==> src/button_debounce_long_press_assert.svh <==
// ----------------------------------------------------------------------------
// Button debounce with long press: assertion macros
// Concurrent check helpers, clocked on clk_i, disabled in reset.
// ----------------------------------------------------------------------------
`ifndef BUTTON_DEBOUNCE_LONG_PRESS_ASSERT_SVH
`define BUTTON_DEBOUNCE_LONG_PRESS_ASSERT_SVH

// same-cycle implication
`define BDLP_ASSERT_SAME(lbl, ante, cons) \
  lbl: assert property (@(posedge clk_i) disable iff (!rst_ni) (ante) |-> (cons)) \
    else $error("bdlp assertion failed");

// next-cycle implication
`define BDLP_ASSERT_NEXT(lbl, ante, cons) \
  lbl: assert property (@(posedge clk_i) disable iff (!rst_ni) (ante) |=> (cons)) \
    else $error("bdlp assertion failed");

`endif

==> src/bdlp_pkg.sv <==
// ----------------------------------------------------------------------------
// Button debounce with long press: package
// Word types, operation and mode codes, register indexes and reset values.
// ----------------------------------------------------------------------------
`timescale 1ns / 1ps

package bdlp_pkg;

  localparam int unsigned TimeW    = 32;
  localparam int unsigned LongW    = 16;
  localparam int unsigned DebW     = 8;
  localparam int unsigned CfgDataW = 16;

  localparam logic [1:0] OP_SAMPLE     = 2'd0;
  localparam logic [1:0] OP_READ_PRESS = 2'd1;
  localparam logic [1:0] OP_READ_LONG  = 2'd2;
  localparam logic [1:0] OP_CLEAR      = 2'd3;

  localparam logic [2:0] MODE_IDLE     = 3'd0;
  localparam logic [2:0] MODE_DEBOUNCE = 3'd1;
  localparam logic [2:0] MODE_PRESSED  = 3'd2;
  localparam logic [2:0] MODE_RELEASED = 3'd3;
  localparam logic [2:0] MODE_LONG     = 3'd4;

  localparam logic CFG_LONG_PRESS = 1'b0;
  localparam logic CFG_DEBOUNCE   = 1'b1;

  localparam logic [LongW-1:0] LONG_PRESS_RST = 16'd1000;
  localparam logic [DebW-1:0]  DEBOUNCE_RST   = 8'd10;

  typedef struct packed {
    logic [1:0]       operation;
    logic             button_down;
    logic [TimeW-1:0] now_ms;
  } bdlp_in_t;

  typedef struct packed {
    logic pressed_level;
    logic flag_read;
  } bdlp_out_t;

  typedef struct packed {
    logic [LongW-1:0] long_press_ms;
    logic [DebW-1:0]  debounce_ms;
  } bdlp_cfg_t;

endpackage

==> src/bdlp_cfg.sv <==
// ----------------------------------------------------------------------------
// Button debounce with long press: configuration registers
// Hold time and settle time, written through a plain write port.
// ----------------------------------------------------------------------------
`timescale 1ns / 1ps

module bdlp_cfg import bdlp_pkg::*; (
  input  logic                clk_i,
  input  logic                rst_ni,
  input  logic                cfg_we_i,
  input  logic                cfg_idx_i,
  input  logic [CfgDataW-1:0] cfg_wdata_i,
  output bdlp_cfg_t           cfg_o
);

  bdlp_cfg_t cfg_q, cfg_d;

  always_comb begin
    cfg_d = cfg_q;
    if (cfg_we_i) begin
      unique case (cfg_idx_i)
        CFG_LONG_PRESS: cfg_d.long_press_ms = cfg_wdata_i[LongW-1:0];
        CFG_DEBOUNCE:   cfg_d.debounce_ms   = cfg_wdata_i[DebW-1:0];
        default:        cfg_d = cfg_q;
      endcase
    end
  end

  always_ff @(posedge clk_i or negedge rst_ni) begin
    if (!rst_ni) begin
      cfg_q.long_press_ms <= LONG_PRESS_RST;
      cfg_q.debounce_ms   <= DEBOUNCE_RST;
    end else begin
      cfg_q <= cfg_d;
    end
  end

  assign cfg_o = cfg_q;

endmodule

==> src/bdlp_fsm.sv <==
// ----------------------------------------------------------------------------
// Button debounce with long press: state machine
// Mode, change time, debounced level and sticky flags; one word per step.
// ----------------------------------------------------------------------------
`timescale 1ns / 1ps

module bdlp_fsm import bdlp_pkg::*; (
  input  logic      clk_i,
  input  logic      rst_ni,
  input  logic      step_i,
  input  bdlp_in_t  word_i,
  input  bdlp_cfg_t cfg_i,
  output bdlp_out_t res_o
);

  logic [2:0]       mode_q, mode_d;
  logic [TimeW-1:0] last_q, last_d;
  logic             level_q, level_d;
  logic             press_q, press_d;
  logic             long_q, long_d;
  logic             taken;
  logic [TimeW-1:0] elapsed;
  logic             deb_done, long_done;

  assign elapsed   = word_i.now_ms - last_q;
  assign deb_done  = elapsed >= {{(TimeW-DebW){1'b0}}, cfg_i.debounce_ms};
  assign long_done = elapsed >= {{(TimeW-LongW){1'b0}}, cfg_i.long_press_ms};

  always_comb begin
    mode_d  = mode_q;
    last_d  = last_q;
    level_d = level_q;
    press_d = press_q;
    long_d  = long_q;
    taken   = 1'b0;
    unique case (word_i.operation)
      OP_SAMPLE: begin
        unique case (mode_q)
          MODE_IDLE: begin
            if (word_i.button_down) begin
              mode_d = MODE_DEBOUNCE;
              last_d = word_i.now_ms;
            end
          end
          MODE_DEBOUNCE: begin
            if (deb_done) begin
              if (word_i.button_down) begin
                mode_d  = MODE_PRESSED;
                last_d  = word_i.now_ms;
                level_d = 1'b1;
                press_d = 1'b1;
              end else begin
                mode_d = MODE_IDLE;
              end
            end
          end
          MODE_PRESSED: begin
            priority if (!word_i.button_down) begin
              mode_d = MODE_RELEASED;
              last_d = word_i.now_ms;
            end else if (long_done) begin
              mode_d = MODE_LONG;
              last_d = word_i.now_ms;
              long_d = 1'b1;
            end
          end
          MODE_RELEASED: begin
            if (deb_done) begin
              if (!word_i.button_down) begin
                mode_d  = MODE_IDLE;
                level_d = 1'b0;
              end else begin
                mode_d = MODE_DEBOUNCE;
                last_d = word_i.now_ms;
              end
            end
          end
          MODE_LONG: begin
            if (!word_i.button_down) begin
              mode_d  = MODE_RELEASED;
              last_d  = word_i.now_ms;
              level_d = 1'b0;
            end
          end
          default: mode_d = MODE_IDLE;
        endcase
      end
      OP_READ_PRESS: begin
        taken   = press_q;
        press_d = 1'b0;
      end
      OP_READ_LONG: begin
        taken = long_q;
        if (long_q) begin
          press_d = 1'b0;
          long_d  = 1'b0;
        end
      end
      OP_CLEAR: begin
        press_d = 1'b0;
        long_d  = 1'b0;
      end
      default: taken = 1'b0;
    endcase
  end

  always_ff @(posedge clk_i or negedge rst_ni) begin
    if (!rst_ni) begin
      mode_q  <= MODE_IDLE;
      last_q  <= '0;
      level_q <= 1'b0;
      press_q <= 1'b0;
      long_q  <= 1'b0;
    end else if (step_i) begin
      mode_q  <= mode_d;
      last_q  <= last_d;
      level_q <= level_d;
      press_q <= press_d;
      long_q  <= long_d;
    end
  end

  assign res_o.pressed_level = level_d;
  assign res_o.flag_read     = taken;

endmodule

==> src/button_debounce_long_press.sv <==
// ----------------------------------------------------------------------------
// Button debounce with long press: top level
// Input register, state machine step and result register.
// ----------------------------------------------------------------------------
// Use: each input word is a sample (level and millisecond stamp) or a flag
// access (read-clear press, read-clear long press, clear both). Every word
// gives exactly one result word: debounced level and the flag read.
// Channels use valid/stall; a word moves when valid is high and stall low.
// A word passes the input register, then the state step into the result
// register; the step waits while the result register is full and stalled.
// The block takes one word per cycle unless both registers are full and
// out_stall_i is high; the state step is a 32-bit subtract and compare plus
// a mux, all combinational.
// A stalled result holds; the input register still fills behind it, and
// in_stall_o rises only when both registers are full and out_stall_i is high.
// Reset: mode idle, change time zero, level and flags clear, hold time 1000,
// settle time 10; both registers empty.
// The user must write configuration only while no word is in flight; the block itself does not enforce this.
// ----------------------------------------------------------------------------
`timescale 1ns / 1ps

module button_debounce_long_press import bdlp_pkg::*; (
  input  logic                clk_i,
  input  logic                rst_ni,
  input  logic                cfg_we_i,
  input  logic                cfg_idx_i,
  input  logic [CfgDataW-1:0] cfg_wdata_i,
  input  logic                in_vld_i,
  output logic                in_stall_o,
  input  bdlp_in_t            in_data_i,
  output logic                out_vld_o,
  input  logic                out_stall_i,
  output bdlp_out_t           out_data_o
);

  `include "button_debounce_long_press_assert.svh"

  bdlp_cfg_t cfg;
  bdlp_in_t  in_q;
  logic      in_vld_q, in_vld_d;
  bdlp_out_t out_q, res;
  logic      out_vld_q, out_vld_d;
  logic      out_ready, in_ready, step, in_take;

  assign out_ready = !out_vld_q || !out_stall_i;
  assign step      = in_vld_q && out_ready;
  assign in_ready  = !in_vld_q || out_ready;
  assign in_take   = in_vld_i && in_ready;

  assign in_vld_d  = in_take || (in_vld_q && !out_ready);
  assign out_vld_d = step || (out_vld_q && out_stall_i);

  bdlp_cfg u_cfg (
    .clk_i       (clk_i),
    .rst_ni      (rst_ni),
    .cfg_we_i    (cfg_we_i),
    .cfg_idx_i   (cfg_idx_i),
    .cfg_wdata_i (cfg_wdata_i),
    .cfg_o       (cfg)
  );

  bdlp_fsm u_fsm (
    .clk_i  (clk_i),
    .rst_ni (rst_ni),
    .step_i (step),
    .word_i (in_q),
    .cfg_i  (cfg),
    .res_o  (res)
  );

  always_ff @(posedge clk_i or negedge rst_ni) begin
    if (!rst_ni) begin
      in_vld_q  <= 1'b0;
      out_vld_q <= 1'b0;
    end else begin
      in_vld_q  <= in_vld_d;
      out_vld_q <= out_vld_d;
    end
  end

  always_ff @(posedge clk_i) begin
    if (in_take) begin
      in_q <= in_data_i;
    end
    if (step) begin
      out_q <= res;
    end
  end

  assign in_stall_o = !in_ready;
  assign out_vld_o  = out_vld_q;
  assign out_data_o = out_q;

  `BDLP_ASSERT_SAME(a_stall_only_when_full, in_stall_o, in_vld_q && out_vld_q && out_stall_i)
  `BDLP_ASSERT_NEXT(a_step_gives_result, step, out_vld_q)
  `BDLP_ASSERT_NEXT(a_no_flag_on_sample_or_clear,
                    step && (in_q.operation == OP_SAMPLE || in_q.operation == OP_CLEAR),
                    !out_q.flag_read)

endmodule

==> config.mk <==
export PLATFORM = sky130hd
export DESIGN_NAME = button_debounce_long_press
export DESIGN_NICKNAME = d
export VERILOG_FILES = /design/src/bdlp_pkg.sv /design/src/bdlp_cfg.sv /design/src/bdlp_fsm.sv /design/src/button_debounce_long_press.sv
export VERILOG_INCLUDE_DIRS = /design/src /design/src/src
export SDC_FILE = /design/constraint.sdc
export NUM_CORES = 1
export LEC_CHECK = 0
export BUFFER_PORTS_ARGS = -buffer_cell sky130_fd_sc_hd__buf_2
export CORE_MARGIN = 5
export CORE_UTILIZATION = 30
export CTS_CLUSTER_DIAMETER = 150
export CTS_CLUSTER_SIZE = 40
export DETAILED_ROUTE_END_ITERATION = 8
export PLACE_DENSITY = 0.56
export SLEW_MARGIN = 20
export SYNTH_ARGS = -nofsm -noshare
export SYNTH_HDL_FRONTEND = slang
export SYNTH_SLANG_ARGS = --single-unit
export TNS_END_PERCENT = 20
==> constraint.sdc <==
create_clock -name clk_i -period 3.43 [get_ports clk_i]
set_input_delay 0.5145 -clock clk_i [delete_from_list [all_inputs] [get_ports clk_i]]
set_output_delay 0.5145 -clock clk_i [all_outputs]
set_load 0.02 [all_outputs]
## Yosys cells after proc, flatten, opt, wreduce, memory -nomap -nowiden

Cells that the tools add are included.

- $add $sub $neg: 1
- $lt $le $gt $ge: 2
- Equality and inequality tests: 19
- Mux-type cells: 31
- Bitwise operators: 1
- Reduce and logical (&&, ||, !) cells: 26

Operator list:

| operator | count |
|---|---|
| 32-bit two-way mux | 5 |
| 32-bit one-hot mux with 4 select lines | 1 |
| 32-bit by 16-bit greater-or-equal comparator with 1-bit output | 1 |
| 32-bit by 8-bit greater-or-equal comparator with 1-bit output | 1 |
| 32-bit subtractor | 1 |
| 3-bit two-way mux | 6 |
| 3-bit one-hot mux with 5 select lines | 1 |
| 1-bit two-way mux | 13 |
| 2-bit by 1-bit != test with 1-bit output, second input constant | 6 |
| 2-bit != test, second input constant | 5 |
| 5-bit AND reduction | 2 |
| 7-bit AND reduction | 1 |
| 3-bit by 2-bit equality test with 1-bit output, second input constant | 2 |
| 1-bit one-hot mux with 3 select lines | 2 |
| 6-bit AND reduction | 1 |
| 2-bit OR reduction | 3 |
| 1-bit zero test | 5 |
| 2-bit equality test, second input constant | 2 |
| 1-bit logical AND | 4 |
| 1-bit logical OR | 4 |
| 1-bit one-hot mux with 2 select lines | 2 |
| 2-bit AND reduction | 2 |
| 4-bit nonzero test | 1 |
| 3-bit by 1-bit equality test with 1-bit output, second input constant | 1 |
| other kinds (8) | 8 |

- Register bits: 101
- Bits of input ports: 57
- Output and inout bits: 4
- Word-level logic and storage cells: 94

## Logic depth before layout (Yosys ltp)

- Depth after elaboration: 6
- Depth in mapped cells: 18
- Depth with buffers taken out: 17

## Hierarchy

A second synthesis with hierarchy kept.

- Cells, all modules: 701
- Area, all modules: 6,912.9 sq um

Modules (own cells, without submodules):

| module | times used | cells an instance | area an instance (sq um) | sequential area each (sq um) |
|---|---|---|---|---|
| bdlp_fsm | 1 | 604 | 4,754.6 | 950.9 |
| button_debounce_long_press | 1 | 45 | 1,203.7 | 1,161.1 |
| bdlp_cfg | 1 | 52 | 954.7 | 610.6 |

## Worst setup path after synthesis

Ideal clock, no wire load.

- Path kind: register to register
- Start point: register in_q[0] (netlist name)
- End point: register u_fsm.last_q[12]
- Library setup time: 0.125 ns
- Data arrival time: 3.593 ns
- Data required time: 3.305 ns
- Slack: -0.288 ns
- Stages on the path, launching flop included: 18
- Path buffers: 1
- Clock period less this slack: 3.718 ns
- Path through: edfxtp_1 > inv_1 > ha_1 > fa_1 > nand2b_1 > a21oi_2 > nor2_1 > xnor2_1 > ha_1 > a21o_1 > a21oi_1 > o221ai_1 > nor4_1 > nor4b_1 > a22o_1 > a21o_4 > buf_12 > mux2_4

- Cells in the longest elaborated chain, start to end: 4
- Elaborated cells on any way between the ends: 6
- Those cells by class: add/sub: 1; order compare: 2; eq/ne: 2; reduce/logical: 1

Ends and longest elaborated chain:

| what | line | source |
|---|---|---|
| start, declared | button_debounce_long_press.sv:39 | `bdlp_in_t in_q;` |
| start signal, assigned | button_debounce_long_press.sv:83 | `in_q <= in_data_i;` |
| 32-bit subtractor * | bdlp_fsm.sv:25 | `assign elapsed = word_i.now_ms - last_q;` |
| 32-bit by 16-bit greater-or-equal comparator with 1-bit output / 32-bit by 8-bit greater-or-equal comparator with 1-bit output (equally long branches) | bdlp_fsm.sv:27, bdlp_fsm.sv:26 |  |
| 3-bit by 2-bit != test with 1-bit output (no line) / 2-bit by 1-bit != test with 1-bit output (equally long branches) | -- |  |
| 6-bit AND reduction (no line) * | -- |  |
| end signal, assigned | bdlp_fsm.sv:116 | `last_q <= last_d;` |
| end, declared | bdlp_fsm.sv:17 | `logic [TimeW-1:0] last_q, last_d;` |

Mark *: on every way between the ends. The rest lies on a longest branch, timed or not.
A chain may end at the register's enable or synchronous reset.

## Final worst setup path

- Start point: register in_q[3] (netlist name)
- End point: register u_fsm.last_q[2]

The elaborated chain is that of the path after synthesis.

==> key figures <==
Clock network
  – Latest clock arrival within the worst-skew pair: 360 ps
  – Number of sinks handled by clock tree synthesis: 101
  – TritonCTS clock tree: yes
  – Number of CTS-inserted buffers: 9
  – Maximum count of clock buffers along a single path: 2
  – Clk slew on worst S/H paths: 70 ps
  – Clock Root Buffer: clkbuf_16
  – CTS H-Tree Depth: 3
  – Hold buffer count at cts: 0

Timing
  – Final setup TNS: -10690 ps
  – Count of final hold-check violations: 0
  – Final setup violation count: 35
  – Actual transition at the worst max-transition pin: 864 ps
  – Max-slew headroom: 42.4%
  – Setup repair after global routing missed its margin: yes
  – Pins over their slew limit: 0
  – Minimum period implied by the final worst setup slack: 3780 ps
  – Final clock skew: 12.1 ps
  – Peak Freq: 265 MHz
  – Hold_ws: 326 ps
  – Final worst-path cycle share: 110%
  – Final critical-path setup slack: -349 ps

Layout
  – Flip-flop and latch area: 0.00272 mm²
  – Share of layout cells above drive strength 1: 35.5%
  – Final-stage net count: 978
  – Synthesis-to-layout area growth: 31.7%
  – Number of inserted filler cells in the final layout: 2192
  – Diodes inserted: 0
  – Multi-input combinational cell area: 0.00395 mm²
  – Most common library cell in the layout ignoring fill and taps: buf_4
  – Commonest cells after routing, fill and taps aside: 127 x buf_4, 67 x inv_1, 60 x buf_2

Synth
  – Top FF cell, synth: dfrtp_1
  – Area contributors post-synth: dfrtp_1 21%, edfxtp_1 16%, ha_1 11%
  – Post-Synthesis Mean Instance Area: 10.2 µm²
  – Async set-reset flop share out of synthesis: 63.4%
  – Gate count of the mapped netlist: 669
  – FF+latch count, synth: 101
  – Largest area contributor in the synthesized netlist: dfrtp_1
  – Net count after synthesis: 787
  – Post-synthesis cell area: 0.00682 mm²
  – Number of warnings printed during yosys synthesis: 0
  – Portion of synthesized cell area occupied by the leading cell type: 20.6%
  – Number of different library cells in the post-synthesis netlist: 74
  – Number of synthesized flops with an enable pin: 37
  – Share of the yosys chip area belonging to registers: 39.9%

Global route
  – Pin count of the biggest net entering global routing: 65
  – Leftover overflow at the end of global routing: 0
  – Global-route wire length before repair: 28100 µm
  – Overall global routing resource usage: 13.2%
  – Antenna violations before repair: 0
  – Via count of the first global-routing pass: 5640

Route
  – 1st-pass router iterations: 4
  – Average detailed-routed wire length per instance: 14.3 µm
  – Drt initial violations: 168
  – Count of vias placed by the detailed router: 5447
  – Total wirelength of the detailed-routed design: 16400 µm
  – Vias per std cell: 4.74
  – DRC violations left: 0
  – Final antenna-violating net count: 0

Min path
  – Worst Hold Class: in2reg

Worst setup path
  – Critical path start-end classification: reg2reg
  – Critical Path Fanout Max: 6
  – Largest stage delay on the critical path: 470 ps
  – Dominant cell type by count on the critical path: o211ai_1
  – Worst Path Required: 3660 ps
  – Buf+Inv Stages, Crit Path: 3
  – Critical-path top delay cell: a2111oi_1
  – Critical path's top delay family: compound AO/OA/AOI/OAI gates
  – Arr. time, crit path: 4010 ps
  – Worst path cell trace: ha_4 -> buf_4 -> o211ai_1 -> a21oi_4 -> buf_4 -> o211ai_1 -> a21oi_2 -> or3_1 -> a2111oi_1 -> o211ai_1 -> and4b_1 -> a21o_4 -> buf_12 -> mux2_4
  – Crit. End Element: flop
  – CP startpoint kind: flop

Floorplanning
  – Chip Height: 161 µm
  – I/O pin count: 61
  – Initial cell density of the core: 30.3%
  – Die Area: 0.0258 mm²
  – Floorplan Core Area: 0.0225 mm²
  – Number of rows created at floorplan: 55
  – Die X: 161 µm

Power and ir drop
  – Total design power: 8.07 mW
  – Power density over the cells: 900 mW/mm²
  – Worst voltage drop across the vdd grid: 0.000331 V
  – Reported leakage power: 4.25 nW

Job
  – Maximum capacitance violations: 0

Placed design
  – Port Buffers: 60
  – Half-perimeter wire length after detailed placement: 12500 µm
  – RD Place Congestion: 0.826

Run status
  – Violated checks: negative setup slack
  – Result of the run: finished, violations left
==> through the flow <==
stage	std cells	area [µm²]	utilization [%]	setup slack, ps
2_1_floorplan	669	6880	-	-83.2
3_3_place_gp	1119	8340	37.0	-429
3_5_place_dp	1119	8340	37.0	-477
4_1_cts	1153	9000	40.0	-429
5_1_grt	1150	8970	39.9	-544
6_report	1150	8970	39.9	-349
==> synth_stat cells (3+ instances only) <==
cell type	instances
nor4_1	5
a21o_1	27
o211a_1	3
o21ai_1	7
or3_1	3
o21ai_0	35
and2_1	4
a21oi_2	7
edfxtp_1	37
o21a_1	9
a21oi_1	43
o21bai_1	3
nor2_1	32
inv_1	68
mux2_2	10
o31ai_1	4
dfstp_2	8
nand4_1	13
buf_2	5
nor3_1	12
buf_12	3
nand2b_1	7
and3_1	10
ha_1	60
clkbuf_1	7
a211oi_1	5
o2111ai_1	3
xnor2_1	14
xor2_1	6
dfrtp_1	56
nor2b_1	8
nand2_1	57
mux2_4	29
a211o_1	3
a31oi_1	4
o211ai_1	7
nand3_1	8
==> path summary, 6_finish.rpt <==
| path | start | end | slack (ps) | cells past startpoint |
|---|---|---|---|---|
| max | in_q[3] | u_fsm.last_q[2] | -350 | 14 |
| min | in_data_i[1] | in_q[1] | 330 | 1 |
| max reg2reg | in_q[3] | u_fsm.last_q[2] | -350 | 14 |
| min reg2reg | in_vld_q | out_vld_o | 500 | 1 |
| max in group asynchronous | rst_ni | u_cfg.cfg_o[22] | 2510 | 2 |
| min in group asynchronous | rst_ni | u_fsm.last_q[0] | 360 | 2 |
==> report_power, final <==
part	leakage (nW)	internal, mW	switching [mW]
combinational	2.98	2.73	2.54
clock	0.155	0.611	0.460
sequential	1.11	1.55	0.183
==> flip-flops by register name, summed over array words and instances (netlist names) <==
register and flops:
in_q 35, in_vld_q 1, out_data_o 2, out_vld_o 1, u_cfg.cfg_o 24, u_fsm.last_q 32
u_fsm.level_q 1, u_fsm.long_q 1, u_fsm.mode_q 3, u_fsm.press_q 1
==> layout make-up <==
cell class | count | area share [%]
clock buffer | 11 | 2.83
clock inverter | 5 | 0.641
inverter | 68 | 2.84
multi-input combinational | 485 | 44.1
sequential | 101 | 30.3
tap | 285 | 3.97
timing repair buffer | 195 | 15.3
==> repair_timing <==
action | in CTS | in global routing
buffers inserted | 15 | 2
endpoints found under the setup margin | 38 | 39
pin swaps | 29 | 21
cloned | 3 | 0
gates resized for setup | 28 | 15
==> cells by family (layout without fill, tap and decap cells) <==
| logic type | Yosys count | in the layout | synth area share, % |
|---|---|---|---|
| buf+inv | 83 | 279 | 5.38 |
| xor+xnor | 20 | 20 | 2.57 |
| mux | 42 | 42 | 8.52 |
| compound gates | 189 | 189 | 19.3 |
| flops | 101 | 101 | 39.9 |
| fa+ha+maj | 61 | 61 | 11.3 |
| simple gates | 173 | 173 | 12.9 |
==> metal layers <==
layer	part of all wire [%]	vias up	track usage, %	wire, µm
met4	2.0	0	4.34	334
li1	-	2822	-	-
met2	45	84	21.0	7400
met1	50	2522	18.5	8230
met5	0	-	0	0
met3	2.8	19	1.87	465
No activity file was read; power rests on OpenSTA's default activity.
